--- config.mk ---
export PLATFORM = sky130hd
export DESIGN_NAME = stn_front_flat
export DESIGN_NICKNAME = d
export VERILOG_FILES = /design/src/stn_pkg.sv /design/src/stn_if.sv /design/src/stn_front.sv /design/src/flat_wrapper.sv
export SDC_FILE = /design/constraint.sdc
export NUM_CORES = 1
export LEC_CHECK = 0
export BUFFER_PORTS_ARGS = -buffer_cell sky130_fd_sc_hd__buf_2
export CORE_UTILIZATION = 50
export CTS_CLUSTER_DIAMETER = 150
export DETAILED_ROUTE_END_ITERATION = 10
export PLACE_DENSITY = 0.75
export SETUP_SLACK_MARGIN = 0.2
export SLEW_MARGIN = 40
export SYNTH_ARGS = -nofsm -noshare
export SYNTH_HDL_FRONTEND = slang
export SYNTH_SLANG_ARGS = --single-unit
export TNS_END_PERCENT = 1
--- constraint.sdc ---
create_clock -name clock -period 2.1 [get_ports clock]
set_input_delay 0.105 -clock clock [delete_from_list [all_inputs] [get_ports clock]]
set_output_delay 0.105 -clock clock [all_outputs]
set_load 0.02 [all_outputs]
--- src/stn_pkg.sv ---
// ----------------------------------------------------------------------------
// Source text normaliser package
// Shared constants, item types and the character classifier.
// ----------------------------------------------------------------------------
package stn_pkg;

   localparam int KEYWORD_SLOTS = 64;
   localparam int KEYWORD_LEN   = 16;
   localparam int LINE_LIMIT    = 199;
   localparam int MAX_OUT       = 4;
   localparam int QUEUE_DEPTH   = 2;

   localparam int SLOT_W  = $clog2(KEYWORD_SLOTS);
   localparam int POS_W   = $clog2(KEYWORD_LEN);
   localparam int WLEN_W  = $clog2(KEYWORD_LEN + 1);
   localparam int COUNT_W = 7;

   localparam logic [7:0] CH_SLASH   = 8'h2F;
   localparam logic [7:0] CH_DQUOTE  = 8'h22;
   localparam logic [7:0] CH_SQUOTE  = 8'h27;
   localparam logic [7:0] CH_KEYWORD = 8'h6D;
   localparam logic [7:0] CH_WORD    = 8'h77;
   localparam logic [7:0] CH_NUL     = 8'h00;

   typedef enum logic [1:0] {
      REQ_TEXT     = 2'd0,
      REQ_EOL      = 2'd1,
      REQ_EOF      = 2'd2,
      REQ_KW_WRITE = 2'd3
   } req_kind_type;

   typedef enum logic [2:0] {
      CLS_OTHER,
      CLS_ALNUM,
      CLS_SPACE,
      CLS_SLASH,
      CLS_NUL
   } char_class_type;

   typedef struct packed {
      req_kind_type   kind;
      logic [7:0]     char_code;
      logic [5:0]     slot;
      logic [3:0]     pos;
      char_class_type cls;
   } item_type;

   function automatic char_class_type classify(input logic [7:0] c);
      char_class_type r;
      if ((c >= 8'h30 && c <= 8'h39) || (c >= 8'h41 && c <= 8'h5A) ||
          (c >= 8'h61 && c <= 8'h7A)) begin
         r = CLS_ALNUM;
      end else if (c == 8'h20 || (c >= 8'h09 && c <= 8'h0D)) begin
         r = CLS_SPACE;
      end else if (c == CH_SLASH) begin
         r = CLS_SLASH;
      end else if (c == CH_NUL) begin
         r = CLS_NUL;
      end else begin
         r = CLS_OTHER;
      end
      return r;
   endfunction

endpackage

--- src/stn_if.sv ---
// ----------------------------------------------------------------------------
// Source text normaliser channel interfaces
// Request, response and register write channels with valid and ready.
// ----------------------------------------------------------------------------
interface stn_req_if;
   logic       valid;
   logic       ready;
   logic [1:0] req_type;
   logic [7:0] char_code;
   logic [5:0] keyword_slot;
   logic [3:0] keyword_pos;
   modport source (output valid, req_type, char_code, keyword_slot, keyword_pos,
                   input ready);
   modport sink (input valid, req_type, char_code, keyword_slot, keyword_pos,
                 output ready);
endinterface


--- src/stn_front.sv ---
// ----------------------------------------------------------------------------
// Source text normaliser front end
// Accepts requests, classifies the character and queues the item.
// ----------------------------------------------------------------------------
module stn_front (
   input  logic           clock,
   input  logic           reset,
   stn_req_if.sink        req_ch,
   output logic           item_valid,
   input  logic           item_ready,
   output stn_pkg::item_type item
);
   import stn_pkg::*;

   item_type   queue_ff [QUEUE_DEPTH];
   logic       wr_ptr_ff, wr_ptr_in;
   logic       rd_ptr_ff, rd_ptr_in;
   logic [1:0] count_ff, count_in;
   logic       push, pop;
   item_type   new_item;

   assign req_ch.ready = (count_ff != 2'(QUEUE_DEPTH));
   assign push         = req_ch.valid && req_ch.ready;
   assign item_valid   = (count_ff != 2'd0);
   assign pop          = item_valid && item_ready;
   assign item         = queue_ff[rd_ptr_ff];

   always_comb begin
      new_item.kind      = req_kind_type'(req_ch.req_type);
      new_item.char_code = req_ch.char_code;
      new_item.slot      = req_ch.keyword_slot;
      new_item.pos       = req_ch.keyword_pos;
      new_item.cls       = classify(req_ch.char_code);
      wr_ptr_in = push ? ~wr_ptr_ff : wr_ptr_ff;
      rd_ptr_in = pop ? ~rd_ptr_ff : rd_ptr_ff;
      count_in  = count_ff + 2'(push) - 2'(pop);
   end

   always_ff @(posedge clock) begin
      if (reset) begin
         wr_ptr_ff <= 1'b0;
         rd_ptr_ff <= 1'b0;
         count_ff  <= 2'd0;
      end else begin
         wr_ptr_ff <= wr_ptr_in;
         rd_ptr_ff <= rd_ptr_in;
         count_ff  <= count_in;
      end
   end

   always_ff @(posedge clock) begin
      if (push) begin
         queue_ff[wr_ptr_ff] <= new_item;
      end
   end

endmodule

--- src/flat_wrapper.sv ---
// flat-port wrapper written by rule: the top's interface ports become plain ports
module stn_front_flat import stn_pkg::*;
  (clock, reset, item_valid, item_ready, item, req_ch_valid, req_ch_req_type, req_ch_char_code, req_ch_keyword_slot, req_ch_keyword_pos, req_ch_ready);
  stn_req_if req_ch_i ();
  input  logic clock;
  input  logic reset;
  output logic item_valid;
  input  logic item_ready;
  output stn_pkg::item_type item;
  input wire logic [$bits(req_ch_i.valid)-1:0] req_ch_valid;
  input wire logic [$bits(req_ch_i.req_type)-1:0] req_ch_req_type;
  input wire logic [$bits(req_ch_i.char_code)-1:0] req_ch_char_code;
  input wire logic [$bits(req_ch_i.keyword_slot)-1:0] req_ch_keyword_slot;
  input wire logic [$bits(req_ch_i.keyword_pos)-1:0] req_ch_keyword_pos;
  output wire logic [$bits(req_ch_i.ready)-1:0] req_ch_ready;
  assign req_ch_i.valid = req_ch_valid;
  assign req_ch_i.req_type = req_ch_req_type;
  assign req_ch_i.char_code = req_ch_char_code;
  assign req_ch_i.keyword_slot = req_ch_keyword_slot;
  assign req_ch_i.keyword_pos = req_ch_keyword_pos;
  assign req_ch_ready = req_ch_i.ready;
  stn_front u_core (.clock(clock), .reset(reset), .req_ch(req_ch_i), .item_valid(item_valid), .item_ready(item_ready), .item(item));
endmodule
==> flow_metrics.tcl <==
set metrics [dict create \
    cp-start-kind "register" \
    instances_no_fill 234 \
    dieArea_sq_um 4269 \
    grt_overflow 0 \
    yosys-top-cells-area "edfxtp_1 69%, mux2_2 13%, dfxtp_1 5.0%, ha_1 1.2%, nand2b_1 0.94%" \
    yosys.area.top_type_share_pct 68.87 \
    drive_gt1_share_pct 46.24 \
    synth_nets 142 \
    synth_ff_type "edfxtp_1" \
    relSlewSlack_pct 79.53 \
    outcome "finished, final reports clean" \
    grt_usage_pct 17.27 \
    ys_seq_area_share_pct 73.86 \
    pwr-share-clk_pct 25.7 \
    core_area_sq_um 3744 \
    finalClockSkew_ps 5.048 \
    drt-pass1-iter-count 4 \
    p_int_mw 2.139 \
    hold_class "in2reg" \
    hold_violations 0 \
    drt_wl_total_mm 3.387 \
    ys_types 29 \
    gp_congestion 0.7295 \
    nNetsFinal 211 \
    ant_nets 0 \
    ir_worst_vdd_uv 652.1 \
    yosysMostFrequentCell "edfxtp_1" \
    fin_crit_sh_pct 75.82 \
    first_iter_violations 43 \
    clock-root-buffer "clkbuf_8" \
    rsz0062_at_grt "false" \
    yosysWarnings 0 \
    pwr-share-comb_pct 30.0 \
    grt_busiest_layer "met2" \
    antenna_found_initial 0 \
    power_density_nw_per_um2 1159 \
    yosysTopAreaCell "edfxtp_1" \
    synth_cells 116 \
    numCtsBuffers 5 \
    cts_buffer_depth 2 \
    grt_pass1_vias 1217 \
    wl_per_cell_um 14.47 \
    seqPwrFrac_pct 44.3 \
    post-place-cells 214 \
    use_met1_pct 17.34 \
    cp_data_required_time_ps 2290 \
    grt_max_degree 24 \
    yosys-top-cells-count "46 x edfxtp_1, 23 x mux2_2, 5 x dfxtp_1, 5 x nor2_1, 4 x inv_1" \
    grt_pass1_wl_mm 5.299 \
    portBuffers 48 \
    fp.dieH_um 65.34 \
    clk_pin_slew_ps 80 \
    cts_tree "built" \
    avgViaCountPerCell 5.064 \
    swShare_pct 28.39 \
    cp-end-kind "register" \
    fmax_ghz 0.6280 \
    tns_ps 0 \
    fin_crit_ps 1592 \
    start_util_pct 53.58 \
    syn_avg_cell_area_sq_um 17.29 \
    clk_latency_ps 300 \
    fp.dieW_um 65.34 \
    rows 22 \
    criticalPathCategory "reg2reg" \
    fin_util_pct 68.88 \
    dp_hpwl_mm 2.280 \
    tightest_slew_ps 307.1 \
    postSynth.asyncResetShare_pct 0 \
    n_antenna_cell 0 \
    synth_edf_count 46 \
    drc 0 \
    syn_area_sq_um 2006 \
    met2_usage_pct 32.73 \
    arrival_ps 1780 \
    path_max_fanout 5 \
    synthToLayoutAreaGrowth_pct 28.57 \
    drv_slew 0 \
    clock_sinks 51 \
    cts-htree-levels 2 \
    yosys_register_bits 51 \
    ios 49 \
    final-setup-viol-count 0 \
    holdWs_ps 29.10 \
    cap_violations 0 \
    power_switching_uw 848.0 \
    num_vias 1185 \
    grt_util_met3_pct 4.861 \
    cts_resized 0 \
    p_leak_nw 0.9944 \
]
cell usage in the layout (no fill, tap or decap), types with 2 or more instances in the layout:
| cell | n |
|---|---|
| a31oi_1 | 2 |
| and2_1 | 2 |
| buf_2 | 48 |
| buf_4 | 4 |
| bufinv_16 | 2 |
| clkbuf_8 | 5 |
| dfxtp_1 | 5 |
| dlygate4sd3_1 | 12 |
| edfxtp_1 | 46 |
| ha_1 | 2 |
| inv_1 | 4 |
| mux2_2 | 23 |
| nand2_1 | 2 |
| nand2b_1 | 3 |
| nor2_1 | 5 |
| nor2b_1 | 2 |
| nor3_1 | 2 |
critical path: stages, from the launching register on:
cell,delay [ps]
dfxtp_1,350
o21a_1,230
ha_1,290
inv_1,50
ha_1,150
xor2_1,210
and2_1,170
nor3_1,40
stage by stage:
stage / setup slack (ps) / area [sq um] / power, mW
global placement: 625.6 / 2326 / 2.201
detailed placement: 502.2 / 2326 / 2.241
floorplan: 412.8 / 2006 / 1.952
CTS: 487.7 / 2579 / 3.020
finish: 507.7 / 2579 / 2.988
global route: 400.7 / 2579 / 3.121
metal layers:
| metal | wire length (um) | part of all wire, % | up-vias |
|---|---|---|---|
| met4 | 45 | 1.3 | 0 |
| met2 | 1925 | 57 | 24 |
| li1 | - | - | 576 |
| met3 | 141 | 4.2 | 6 |
| met1 | 1274 | 38 | 579 |
| met5 | 0 | 0 | - |
logic make-up after synthesis:
logic type | after synthesis | synth area share, %
DFF | 51 | 73.86
xor gates and xnor gates | 2 | 0.8735
buffers and inverters | 6 | 1.247
muxes | 23 | 12.91
adders and majority gates | 2 | 1.247
and+or+nand+nor | 24 | 6.801
AOI/OAI and AO/OA | 8 | 3.057
final timing paths:
path | slack, ps | from | to | cells after the start
worst min register to register | 570 | u_core.count_ff[1] | u_core.count_ff[1] | 2
worst min-delay path | 30 | reset | u_core.wr_ptr_ff | 2
worst max register to register | 510 | u_core.count_ff[1] | u_core.count_ff[1] | 7
worst max-delay path | 510 | u_core.count_ff[1] | u_core.count_ff[1] | 7
timing repair:
action / 4_1_cts / 5_1_grt
endpoints found under the setup margin: 0 / 0
hold endpoints to repair: 24 / 0
setup buffers: 0 / 0
hold buffers: 12 / 0
power groups by stage:
stage | clock network [mW] | logic [mW] | registers, mW
detailed placement | 0 | 0.892 | 1.35
floorplan | 0 | 0.615 | 1.34
CTS | 0.783 | 0.910 | 1.33
finish | 0.767 | 0.895 | 1.32
global route | 0.814 | 0.970 | 1.34
global placement | 0 | 0.867 | 1.33
registers in the layout, summed over array words and instances (netlist names), named ones only:
signal and count:
u_core.queue_ff 46, u_core.count_ff 2, u_core.rd_ptr_ff 1, u_core.wr_ptr_ff 1
cell type report:
type	instances	area, sq um
fill	301	1165
inverter	4	15.01
clock buffer	6	72.57
tap	48	60.06
sequential	51	1481
clock inverter	2	60.06
timing repair buffer	64	390.4
multi-input combinational	59	499.2
Note: power is estimated with default switching activity, not from simulation.
